## config.mk

```make
export PLATFORM = sky130hd
export DESIGN_NAME = scalar_kalman_filter_flat
export DESIGN_NICKNAME = d
export VERILOG_FILES = /design/src/rtl/skf_pkg.sv /design/src/rtl/skf_ifs.sv /design/src/rtl/skf_seq.sv /design/src/rtl/skf_dp.sv /design/src/rtl/scalar_kalman_filter.sv /design/src/flat_wrapper.sv
export SDC_FILE = /design/constraint.sdc
export NUM_CORES = 2
export LEC_CHECK = 0
export BUFFER_PORTS_ARGS = -buffer_cell sky130_fd_sc_hd__buf_4
export CAP_MARGIN = 15
export CELL_PAD_IN_SITES_DETAIL_PLACEMENT = 0
export CELL_PAD_IN_SITES_GLOBAL_PLACEMENT = 1
export CORE_AREA = 2 2 357 359
export CTS_BUF_LIST = sky130_fd_sc_hd__clkbuf_4
export CTS_CLUSTER_SIZE = 14
export DETAILED_ROUTE_END_ITERATION = 10
export DIE_AREA = 0 0 359 361
export MAX_ROUTING_LAYER = met4
export PLACE_DENSITY = 0.7
export SYNTH_ARGS = -nofsm -noshare
export SYNTH_HDL_FRONTEND = slang
export SYNTH_SLANG_ARGS = --single-unit
```

## constraint.sdc

```tcl
create_clock -name clk -period 29.5 [get_ports clk]
set_input_delay 2.95 -clock clk [delete_from_list [all_inputs] [get_ports clk]]
set_output_delay 2.95 -clock clk [all_outputs]
set_load 0.01 [all_outputs]
```

## src/rtl/skf_pkg.sv

```systemverilog
`timescale 1ns / 1ps

package skf_pkg;

  typedef logic [2:0] step_t;

  typedef enum logic [3:0] {
    OP_NOP,
    OP_PREDICT,
    OP_SUM,
    OP_DIV,
    OP_MULX,
    OP_UPDX,
    OP_MULP,
    OP_UPDP,
    OP_RELOAD
  } op_t;

  typedef enum logic [1:0] {
    COND_NONE,
    COND_RELOAD,
    COND_LOOP
  } cond_t;

  typedef enum logic {
    SEQ_IDLE,
    SEQ_RUN
  } seq_state_t;

  typedef struct packed {
    op_t   op;
    cond_t cond;
    step_t target;
    logic  done;
  } ctrl_word_t;

  typedef struct packed {
    logic kind;
    logic out_busy;
  } dp_status_t;

  localparam logic [1:0] REG_PROCESS_NOISE   = 2'd0;
  localparam logic [1:0] REG_INIT_ESTIMATE   = 2'd1;
  localparam logic [1:0] REG_INIT_COVARIANCE = 2'd2;

  localparam logic KIND_UPDATE = 1'b0;
  localparam logic KIND_RELOAD = 1'b1;

  localparam logic [30:0] RST_PROCESS_NOISE   = 31'd3277;
  localparam logic [31:0] RST_INIT_ESTIMATE   = 32'd0;
  localparam logic [30:0] RST_INIT_COVARIANCE = 31'd65536;

  localparam step_t STEP_PREDICT = 3'd0;
  localparam step_t STEP_SUM     = 3'd1;
  localparam step_t STEP_DIV     = 3'd2;
  localparam step_t STEP_MULX    = 3'd3;
  localparam step_t STEP_UPDX    = 3'd4;
  localparam step_t STEP_MULP    = 3'd5;
  localparam step_t STEP_UPDP    = 3'd6;
  localparam step_t STEP_RELOAD  = 3'd7;

  localparam ctrl_word_t NOP_WORD = '{op: OP_NOP, cond: COND_NONE,
                                      target: STEP_PREDICT, done: 1'b0};

  // Microprogram: one control word per step.
  function automatic ctrl_word_t ctrl_rom(input step_t s);
    ctrl_word_t w;
    w = NOP_WORD;
    case (s)
      STEP_PREDICT: begin
        w.op     = OP_PREDICT;
        w.cond   = COND_RELOAD;
        w.target = STEP_RELOAD;
      end
      STEP_SUM:  w.op = OP_SUM;
      STEP_DIV: begin
        w.op     = OP_DIV;
        w.cond   = COND_LOOP;
        w.target = STEP_DIV;
      end
      STEP_MULX: w.op = OP_MULX;
      STEP_UPDX: w.op = OP_UPDX;
      STEP_MULP: w.op = OP_MULP;
      STEP_UPDP: begin
        w.op   = OP_UPDP;
        w.done = 1'b1;
      end
      STEP_RELOAD: begin
        w.op   = OP_RELOAD;
        w.done = 1'b1;
      end
      default: w = NOP_WORD;
    endcase
    return w;
  endfunction

endpackage

```

## src/rtl/skf_ifs.sv

```systemverilog
`timescale 1ns / 1ps

interface skf_req_if;
  logic        valid;
  logic        ready;
  logic        kind;
  logic [31:0] measurement;
  logic [30:0] noise_cov;

  modport source (output valid, kind, measurement, noise_cov, input ready);
  modport sink (input valid, kind, measurement, noise_cov, output ready);
endinterface

interface skf_rsp_if;
  logic        valid;
  logic        ready;
  logic [31:0] estimate;

  modport source (output valid, estimate, input ready);
  modport sink (input valid, estimate, output ready);
endinterface

interface skf_cfg_if;
  logic        valid;
  logic        ready;
  logic [1:0]  index;
  logic [31:0] data;

  modport source (output valid, index, data, input ready);
  modport sink (input valid, index, data, output ready);
endinterface

```

## src/rtl/skf_seq.sv

```systemverilog
`timescale 1ns / 1ps

module skf_seq import skf_pkg::*; #(
  parameter int FRAC_BITS = 16
) (
  input  logic       clk,
  input  logic       rst,
  input  logic       start,
  input  dp_status_t status,
  output ctrl_word_t ctrl,
  output logic       idle
);

  localparam int CW = $clog2(FRAC_BITS + 1);

  seq_state_t     state, state_next;
  step_t          step, step_next;
  logic [CW-1:0]  cnt, cnt_next;
  ctrl_word_t     word;
  logic           stall;
  logic           taken;

  always_ff @(posedge clk) begin
    if (rst) begin
      state <= SEQ_IDLE;
      step  <= STEP_PREDICT;
      cnt   <= '0;
    end else begin
      state <= state_next;
      step  <= step_next;
      cnt   <= cnt_next;
    end
  end

  always_comb begin
    word       = ctrl_rom(step);
    // hold the final step until the output register is free
    stall      = word.done && status.out_busy;
    ctrl       = NOP_WORD;
    state_next = state;
    step_next  = step;
    cnt_next   = cnt;
    taken      = 1'b0;
    idle       = (state == SEQ_IDLE);
    case (word.cond)
      COND_NONE:   taken = 1'b0;
      COND_RELOAD: taken = (status.kind == KIND_RELOAD);
      COND_LOOP:   taken = (cnt != '0);
      default:     taken = 1'b0;
    endcase
    case (state)
      SEQ_IDLE: begin
        if (start) begin
          state_next = SEQ_RUN;
          step_next  = STEP_PREDICT;
        end
      end
      SEQ_RUN: begin
        if (!stall) begin
          ctrl = word;
          if (word.op == OP_SUM) begin
            cnt_next = CW'(FRAC_BITS);
          end else if (word.op == OP_DIV) begin
            cnt_next = cnt - 1'b1;
          end
          if (word.done) begin
            state_next = SEQ_IDLE;
          end else if (taken) begin
            step_next = word.target;
          end else begin
            step_next = step + 1'b1;
          end
        end
      end
      default: state_next = SEQ_IDLE;
    endcase
  end

endmodule

```

## src/rtl/skf_dp.sv

```systemverilog
`timescale 1ns / 1ps

module skf_dp import skf_pkg::*; #(
  parameter int FRAC_BITS = 16
) (
  input  logic        clk,
  input  logic        rst,
  input  ctrl_word_t  ctrl,
  input  logic        start,
  input  logic        in_kind,
  input  logic [31:0] in_measurement,
  input  logic [30:0] in_noise_cov,
  input  logic        cfg_we,
  input  logic [1:0]  cfg_index,
  input  logic [31:0] cfg_data,
  input  logic        out_ready,
  output logic        out_valid,
  output logic [31:0] out_estimate,
  output dp_status_t  status
);

  localparam int KW = FRAC_BITS + 1;
  localparam int PW = FRAC_BITS + 35;
  localparam logic [KW-1:0] ONE = {1'b1, {FRAC_BITS{1'b0}}};
  localparam logic signed [PW-1:0] HALF = PW'(1) << (FRAC_BITS - 1);

  logic [30:0] process_noise;
  logic [31:0] init_estimate;
  logic [30:0] init_covariance;

  logic signed [31:0] x;
  logic [31:0]        pcov;
  logic [31:0]        pp;
  logic [32:0]        s;
  logic [33:0]        rem;
  logic [KW-1:0]      q;
  logic signed [PW-1:0] prod;
  logic signed [31:0] z;
  logic [30:0]        r;
  logic               kind;

  logic [32:0]          pred_sum;
  logic [31:0]          pred_sat;
  logic                 div_ge;
  logic [33:0]          div_sub;
  logic [KW-1:0]        k_eff;
  logic signed [32:0]   diff;
  logic signed [32:0]   ma;
  logic signed [KW:0]   mb;
  logic signed [PW-1:0] rsh;
  logic signed [PW-1:0] x_sum;
  logic [31:0]          x_sat;
  logic [31:0]          p_new;
  logic signed [31:0]   x_next;

  always_ff @(posedge clk) begin
    if (rst) begin
      process_noise   <= RST_PROCESS_NOISE;
      init_estimate   <= RST_INIT_ESTIMATE;
      init_covariance <= RST_INIT_COVARIANCE;
    end else if (cfg_we) begin
      case (cfg_index)
        REG_PROCESS_NOISE:   process_noise   <= cfg_data[30:0];
        REG_INIT_ESTIMATE:   init_estimate   <= cfg_data;
        REG_INIT_COVARIANCE: init_covariance <= cfg_data[30:0];
        default: ;
      endcase
    end
  end

  always_ff @(posedge clk) begin
    if (start) begin
      kind <= in_kind;
      z    <= in_measurement;
      r    <= in_noise_cov;
    end
  end

  always_comb begin
    pred_sum = {1'b0, pcov} + {2'b0, process_noise};
    pred_sat = pred_sum[32] ? '1 : pred_sum[31:0];
    div_ge   = (rem >= {1'b0, s});
    div_sub  = div_ge ? (rem - {1'b0, s}) : rem;
    // zero sum means zero gain
    k_eff    = (s == '0) ? '0 : q;
    diff     = {z[31], z} - {x[31], x};
    if (ctrl.op == OP_MULP) begin
      ma = {1'b0, pp};
      mb = {1'b0, ONE - k_eff};
    end else begin
      ma = diff;
      mb = {1'b0, k_eff};
    end
    rsh   = (prod + HALF) >>> FRAC_BITS;
    x_sum = PW'(x) + rsh;
    if (x_sum[PW-1:31] == '0 || x_sum[PW-1:31] == '1) begin
      x_sat = x_sum[31:0];
    end else begin
      x_sat = x_sum[PW-1] ? 32'h8000_0000 : 32'h7fff_ffff;
    end
    p_new = (rsh[PW-1:32] == '0) ? rsh[31:0] : '1;
    case (ctrl.op)
      OP_UPDX:   x_next = x_sat;
      OP_RELOAD: x_next = init_estimate;
      default:   x_next = x;
    endcase
  end

  always_ff @(posedge clk) begin
    if (rst) begin
      x    <= '0;
      pcov <= 32'(ONE);
    end else begin
      x <= x_next;
      case (ctrl.op)
        OP_UPDP:   pcov <= p_new;
        OP_RELOAD: pcov <= {1'b0, init_covariance};
        default: ;
      endcase
    end
  end

  always_ff @(posedge clk) begin
    case (ctrl.op)
      OP_PREDICT: pp <= pred_sat;
      OP_SUM: begin
        s   <= {1'b0, pp} + {2'b0, r};
        rem <= {2'b0, pp};
        q   <= '0;
      end
      OP_DIV: begin
        rem <= {div_sub[32:0], 1'b0};
        q   <= {q[KW-2:0], div_ge};
      end
      OP_MULX, OP_MULP: prod <= ma * mb;
      default: ;
    endcase
  end

  always_ff @(posedge clk) begin
    if (rst) begin
      out_valid <= 1'b0;
    end else if (ctrl.done) begin
      out_valid <= 1'b1;
    end else if (out_ready) begin
      out_valid <= 1'b0;
    end
  end

  always_ff @(posedge clk) begin
    if (ctrl.done) begin
      out_estimate <= x_next;
    end
  end

  assign status.kind     = kind;
  assign status.out_busy = out_valid && !out_ready;

endmodule

```

## src/rtl/scalar_kalman_filter.sv

```systemverilog
`timescale 1ns / 1ps

// One-dimensional Kalman filter, signed fixed point with FRAC_BITS fraction bits.
// req (sink): one request per item; kind selects a measurement update (measurement,
//   noise_cov) or a reload of estimate and covariance from the init registers.
// rsp (source): one estimate per request, in request order.
// cfg (sink): register writes, always ready; index 0 process noise, 1 initial
//   estimate, 2 initial covariance; other indexes are dropped.
// A microcoded sequencer steps the adders, a restoring divider (one quotient
// bit per cycle) and one multiplier. An update runs FRAC_BITS+7 steps, the
// divide loop taking FRAC_BITS+1 of them. rsp.valid and req.ready rise together
// once the final step is done, so the block takes no new request while one is in
// flight. A reload runs only the predict and reload steps.
// req.ready is high while the sequencer is idle; a result left in the output
// register does not block the next request. If the receiver stalls, the last
// step of the following item waits until the output register is free.
// Reset clears the estimate to zero, sets covariance to 1.0 and loads the
// register defaults.
module scalar_kalman_filter import skf_pkg::*; #(
  parameter int FRAC_BITS = 16
) (
  input  logic     clk,
  input  logic     rst,
  skf_req_if.sink  req,
  skf_rsp_if.source rsp,
  skf_cfg_if.sink  cfg
);

  ctrl_word_t ctrl;
  dp_status_t status;
  logic       idle;
  logic       start;

  assign req.ready = idle;
  assign start     = req.valid && req.ready;
  assign cfg.ready = 1'b1;

  skf_seq #(.FRAC_BITS(FRAC_BITS)) u_seq (
    .clk    (clk),
    .rst    (rst),
    .start  (start),
    .status (status),
    .ctrl   (ctrl),
    .idle   (idle)
  );

  skf_dp #(.FRAC_BITS(FRAC_BITS)) u_dp (
    .clk            (clk),
    .rst            (rst),
    .ctrl           (ctrl),
    .start          (start),
    .in_kind        (req.kind),
    .in_measurement (req.measurement),
    .in_noise_cov   (req.noise_cov),
    .cfg_we         (cfg.valid && cfg.ready),
    .cfg_index      (cfg.index),
    .cfg_data       (cfg.data),
    .out_ready      (rsp.ready),
    .out_valid      (rsp.valid),
    .out_estimate   (rsp.estimate),
    .status         (status)
  );

  a_busy_after_req: assert property (@(posedge clk) disable iff (rst)
    start |=> !req.ready)
    else $error("request accepted while sequencer not idle");

  a_done_needs_room: assert property (@(posedge clk) disable iff (rst)
    ctrl.done |-> !status.out_busy)
    else $error("result written over an unread result");

  a_rsp_from_done: assert property (@(posedge clk) disable iff (rst)
    $rose(rsp.valid) |-> $past(ctrl.done))
    else $error("response raised without a finished program");

endmodule

```

## src/flat_wrapper.sv

```systemverilog
// flat-port wrapper written by rule: the top's interface ports become plain ports
module scalar_kalman_filter_flat import skf_pkg::*;
#(
  parameter int FRAC_BITS = 16
)
  (clk, rst, req_valid, req_kind, req_measurement, req_noise_cov, req_ready, rsp_valid, rsp_estimate, rsp_ready, cfg_valid, cfg_index, cfg_data, cfg_ready);
  skf_req_if req_i ();
  skf_rsp_if rsp_i ();
  skf_cfg_if cfg_i ();
  input  logic clk;
  input  logic rst;
  input wire logic [$bits(req_i.valid)-1:0] req_valid;
  input wire logic [$bits(req_i.kind)-1:0] req_kind;
  input wire logic [$bits(req_i.measurement)-1:0] req_measurement;
  input wire logic [$bits(req_i.noise_cov)-1:0] req_noise_cov;
  output wire logic [$bits(req_i.ready)-1:0] req_ready;
  output wire logic [$bits(rsp_i.valid)-1:0] rsp_valid;
  output wire logic [$bits(rsp_i.estimate)-1:0] rsp_estimate;
  input wire logic [$bits(rsp_i.ready)-1:0] rsp_ready;
  input wire logic [$bits(cfg_i.valid)-1:0] cfg_valid;
  input wire logic [$bits(cfg_i.index)-1:0] cfg_index;
  input wire logic [$bits(cfg_i.data)-1:0] cfg_data;
  output wire logic [$bits(cfg_i.ready)-1:0] cfg_ready;
  assign req_i.valid = req_valid;
  assign req_i.kind = req_kind;
  assign req_i.measurement = req_measurement;
  assign req_i.noise_cov = req_noise_cov;
  assign req_ready = req_i.ready;
  assign rsp_valid = rsp_i.valid;
  assign rsp_estimate = rsp_i.estimate;
  assign rsp_i.ready = rsp_ready;
  assign cfg_i.valid = cfg_valid;
  assign cfg_i.index = cfg_index;
  assign cfg_i.data = cfg_data;
  assign cfg_ready = cfg_i.ready;
  scalar_kalman_filter #(.FRAC_BITS(FRAC_BITS)) u_core (.clk(clk), .rst(rst), .req(req_i), .rsp(rsp_i), .cfg(cfg_i));
endmodule
```

# Word level (Yosys, flattened, before mapping)
# Index checks and enable logic that the tools add are counted.
# op_classes
n_addsub,9
multipliers,1
order_cmp,1
eq_ne,25
muxes,30
bitwise_logic,2
reduce_logical,22
# op_table
op,count
case mux 32 bit (2 select lines),2
two-way mux 32 bit,3
case mux 34 bit (2 select lines),1
adder 32 x 31 -> 33 bit,2
two-way mux 33 bit,2
"adder 51 x 17 -> 51 bit, second input constant",1
multiplier 33 x 18 -> 51 bit,1
adder 32 x 35 -> 36 bit,1
>= comparator 34 x 33 -> 1 bit,1
two-way mux 17 bit,2
case mux 17 bit (2 select lines),1
logical NOT 33 bit,1
subtractor 32 x 32 -> 33 bit,1
subtractor 33 bit,1
case mux 4 bit (8 select lines),1
"equality test 20 bit, second input constant",1
logical NOT 20 bit,1
two-way mux 10 bit,2
logical NOT 19 bit,1
"subtractor 17 bit, first input constant",1
"equality test 4 x 2 -> 1 bit, second input constant",4
"equality test 4 x 3 -> 1 bit, second input constant",4
"equality test 3 bit, second input constant",4
two-way mux 3 bit,4
25 further kinds,47
# totals
register_bits,431
in_bits,103
output_inout_bits,35
wordCells,108

# Depth between registers and ports, before layout
# depth
ltp_word,9
depth_mapped,37
mapped_depth_nobuf,36

# Modules after synthesis
# A second synthesis with hierarchy kept.
# unflattened
cells_unflattened,4937
area_unflattened_um2,44318.8
# modules_own_cells
module,n_inst,cells_per_inst,area_per_inst_um2,seq_area_each_um2
skf_dp,1,4845,43595.6,10630.2
skf_seq,1,89,705.7,180.2
scalar_kalman_filter,1,3,17.5,0.0

# Worst setup path after synthesis
# No wires, ideal clock.
# synth_path
kind,input to register
start,input rsp_ready
end,register u_core.u_dp.prod[44] (data pin)
setup_time_ns,0.274
arrival_ns,10.954
required_ns,29.226
path_slack_ns,18.272
path_stages,32
n_path_buf,5
path_cell_list,nand2b_1 > o21ai_0 > or3_1 > clkbuf_1 > nor2_1 > buf_2 > clkbuf_1 > clkbuf_1 > nor2_1 > nor2_1 > clkbuf_1 > nand2_1 > fa_1 > fa_1 > fa_1 > inv_1 > fa_1 > fa_1 > inv_1 > fa_1 > inv_1 > ha_1 > and3_1 > a221o_1 > o211a_1 > a21o_1 > o31ai_2 > a31oi_1 > a21bo_2 > a2111oi_0 > o41ai_1 > xor2_1
# synth_via
elab_chain_cells,8
elab_cells_between_ends,9
cone_classes,1 x mul; 1 x eq/ne; 4 x mux; 3 x reduce/logical
# synth_rtl
element,line_no,rtl
start: declaration,flat_wrapper.sv:19,input wire logic [$bits(rsp_i.ready)-1:0] rsp_ready;
logical NOT 1 bit (*),skf_dp.sv:157,assign status.out_busy = out_valid && !out_ready;
logical AND 1 bit (*),skf_dp.sv:157,
logical AND 1 bit (*),skf_seq.sv:38,stall = word.done && status.out_busy;
two-way mux 10 bit (*),skf_seq.sv:59,if (!stall) begin
two-way mux 10 bit (*),skf_seq.sv:51,case (state)
equality test 4 x 3 -> 1 bit (*),skf_dp.sv:87,if (ctrl.op == OP_MULP) begin
two-way mux 33 bit / two-way mux 17 bit (equally long branches),skf_dp.sv:87,
multiplier 33 x 18 -> 51 bit (*),skf_dp.sv:135,"OP_MULX, OP_MULP: prod <= ma * mb;"
end signal: assignment,skf_dp.sv:135,
end: declaration,skf_dp.sv:37,logic signed [PW-1:0] prod;
# Every way passes the cells marked *; elsewhere a longest branch is shown, timed or not.
# A chain may end at the register's enable or synchronous reset.

# Worst setup path in the final report
# Ends and elaborated chain as after synthesis.

==> metrics.cfg <==
[critical_path]
crit_arrival_ns = 13.00
endpoint_kind = flip-flop
cp-start-kind = input port
ff2ff_setup_slack_ns = 17.71
crit_type = in2reg
cpPeakStageDelay_ns = 0.68
reg2reg_depth = 33
r2r-start = u_core.u_dp.s[5]$_DFFE_PN_
path_max_fanout = 49
cp_data_required_time_ns = 30.22
rr_endpoint = u_core.u_dp.prod[44]$_DFFE_PP_
crit_top_cell = fa_1
slowest_stage = nor2_2

[synth]
ys_seq_elements = 416
ys_seq_area_share_pct = 24.7
ys.warnings.count = 0
synth_cells = 4923
syn_area_sq_um = 43700
synth-edff-count = 248
ys_async_sr_fraction_pct = 0
synth_flop_cell = edfxtp_1
synth_cell_type_count = 89
synth_fp_nets = 5853
avgSynthCellArea_sq_um = 8.88

[timing]
final.setup.tns_ns = 0
min_period_over_period_pct = 41.7
slew_violations = 0
fin_crit_ns = 12.29
hold_viol_final = 0
max_freq_mhz = 81.4
finClkSkew_ns = 0.110
worst_slew_pin_slew_ns = 1.19
setup_viol = 0
slew_headroom_pct = 20.2
rsz0062_at_grt = no

[route]
first_pass_iters = 5
vias = 35332
first_iter_violations = 2675
wl_um = 145000
drc = 0
ant_nets = 0
wire_per_inst_um = 21.3
viasPerCell = 5.21

[global_route]
grt_max_degree = 85
grt_antenna_before_repair = 4
grt_pass1_vias = 35470
overflow = 0
grt_usage_pct = 22.9
grt_pass1_wl_um = 221000

[cells_and_area]
mostFrequentLayoutCells = nand2_1 (771), inv_1 (765), fa_1 (539)
area_growth_pct = 10.1
final_common_cell = nand2_1
fill_cells = 12757
drive_above_1_share_pct = 8.94
nets = 5957

[floorplanning]
die_w_um = 359
dieArea_sq_um = 130000
initial_core_util_pct = 34.8
core_area_sq_um = 125000
ios = 138
rows = 130
die_h_um = 361

[clocking]
insertion_delay_ns = 1.04
postCtsSetupBuffers = 0
cts_made_buffers = 109
cts_hold_buf = 0
max-clock-path-buffers = 3
cts_root_buf = clkbuf_4
clkTransAtPathRegs_ns = 0.07
cts_num_sinks = 416
htree_levels = 3
cts_tree = built
post_cts_resized = 0

[placement]
finalWeightedCongestion = 0.925
io_buffers = 136
dp_hpwl_um = 113000

[worst_hold_path]
worstHoldStart = u_core.u_dp.init_covariance[20]$_SDFFE_PP0P_
min_path_type = reg2reg
hold_depth = 2
whs_endpoint = u_core.u_dp.pcov[20]$_SDFFE_PP0P_

[run_status]
outcome = finished clean

[run]
maxCapViolCount = 0

==> cells by family after synthesis <==
logic type                 count (synthesis)  share of synthesized area (%)
and+or+nand+nor                         1585                           16.0
xor gates and xnor gates                 209                           4.19
muxes                                     28                          0.656
DFF                                      416                           24.7
other                                      1                        0.00858
AOI/OAI and AO/OA                        888                           13.0
buffers and inverters                    969                           8.45
adders and majority gates                827                           32.9
==> cell usage after synthesis, types with 6 or more instances <==
| cell | count | area, sq um |
|---|---|---|
| a2111oi_0 | 6 | 52.6 |
| a211o_1 | 12 | 105 |
| a211oi_1 | 35 | 263 |
| a21o_1 | 86 | 646 |
| a21oi_1 | 309 | 1550 |
| a221o_1 | 7 | 70.1 |
| a221oi_1 | 34 | 298 |
| a31o_2 | 11 | 96.3 |
| a31oi_1 | 23 | 144 |
| and2_1 | 59 | 369 |
| and3_1 | 51 | 319 |
| and4_1 | 10 | 87.6 |
| buf_1 | 15 | 56.3 |
| buf_2 | 22 | 110 |
| clkbuf_1 | 158 | 593 |
| dfxtp_1 | 168 | 3360 |
| edfxtp_1 | 248 | 7450 |
| fa_1 | 539 | 10800 |
| ha_1 | 288 | 3600 |
| inv_1 | 767 | 2880 |
| mux2i_1 | 23 | 230 |
| nand2_1 | 772 | 2900 |
| nand2b_1 | 39 | 244 |
| nand3_1 | 56 | 280 |
| nand3b_1 | 9 | 67.6 |
| nand4_1 | 34 | 213 |
| nor2_1 | 358 | 1340 |
| nor2b_1 | 37 | 231 |
| nor3_1 | 78 | 390 |
| nor4_1 | 13 | 81.3 |
| o211ai_1 | 17 | 128 |
| o21a_1 | 41 | 308 |
| o21ai_0 | 150 | 751 |
| o21ai_1 | 18 | 90.1 |
| o21bai_1 | 25 | 188 |
| o221ai_1 | 13 | 114 |
| o22ai_1 | 21 | 131 |
| o31a_1 | 7 | 61.3 |
| o31ai_1 | 13 | 97.6 |
| o41ai_1 | 6 | 52.6 |
| or2_2 | 26 | 163 |
| or3_1 | 20 | 125 |
| xnor2_1 | 134 | 1170 |
| xor2_1 | 75 | 657 |
==> state kept, by name, indices dropped and copies added (netlist names), 17 cells and up <==
register / count
u_core.u_dp.process_noise: 31
u_core.u_dp.init_covariance: 31
u_core.u_dp.s: 33
u_core.u_dp.init_estimate: 32
u_core.u_dp.rem: 34
u_core.u_dp.out_estimate: 32
u_core.u_dp.prod: 36
u_core.u_dp.r: 31
u_core.u_dp.q: 17
u_core.u_dp.pp: 32
u_core.u_dp.pcov: 32
u_core.u_dp.z: 32
u_core.u_dp.x: 32
==> stage by stage <==
stage,worst slack (ns),utilization (%),std cells,hold WS (ns),instance area (sq um)
after floorplan,18.27,-,4923,0.432,43700
after global placement,16.49,37.1,6564,0.442,46500
after detailed placement,16.37,37.1,6564,0.447,46500
after CTS,17.40,38.3,6770,0.453,48000
after global routing,16.73,38.3,6779,0.475,48100
final,17.21,38.3,6782,0.442,48100
==> worst max-delay path by stage <==
stage | startpoint | to | slack, ns | cells after the start
2_1_floorplan | rsp_ready | u_core.u_dp.prod[44]$_DFFE_PP_ | 18.27 | 32
3_3_place_gp | rsp_ready | u_core.u_dp.prod[44]$_DFFE_PP_ | 16.49 | 32
3_5_place_dp | rsp_ready | u_core.u_dp.prod[44]$_DFFE_PP_ | 16.37 | 32
4_1_cts | rsp_ready | u_core.u_dp.prod[44]$_DFFE_PP_ | 17.40 | 32
5_1_grt | rsp_ready | u_core.u_dp.prod[44]$_DFFE_PP_ | 16.73 | 28
6_report | rsp_ready | u_core.u_dp.prod[44]$_DFFE_PP_ | 17.21 | 32
==> critical path: cells and delay by family <==
family          cells  cell delay [ns]
compound gates     10             3.17
xor+xnor            2             0.35
fa+ha+maj           7             3.30
buf+inv             7             1.27
simple gates        6             1.91
==> cell type report <==
type	instances	area, sq um	area share (%)
multi-input combinational	3538	29300	61.0
sequential	416	10800	22.5
inverter	768	2880	5.99
tap	1650	2060	4.29
timing repair buffer	194	1480	3.07
clock buffer	161	1210	2.51
clock inverter	45	299	0.622
antenna	10	25.0	0.0520
==> routing by layer <==
| layer | up-vias | share of wire, % | routed length [um] | GRT usage, % |
|---|---|---|---|---|
| met3 | 189 | 5.9 | 8540 | 3.18 |
| met4 | 0 | 3.0 | 4330 | 6.92 |
| met1 | 17651 | 45 | 65400 | 30.9 |
| met2 | 1069 | 46 | 66300 | 35.8 |
| met5 | - | 0 | 0 | - |
| li1 | 16423 | - | - | - |
Power is left out: the tool's default activity adds up to more than one toggle a clock period on the data nets, which glitch-free logic cannot reach.
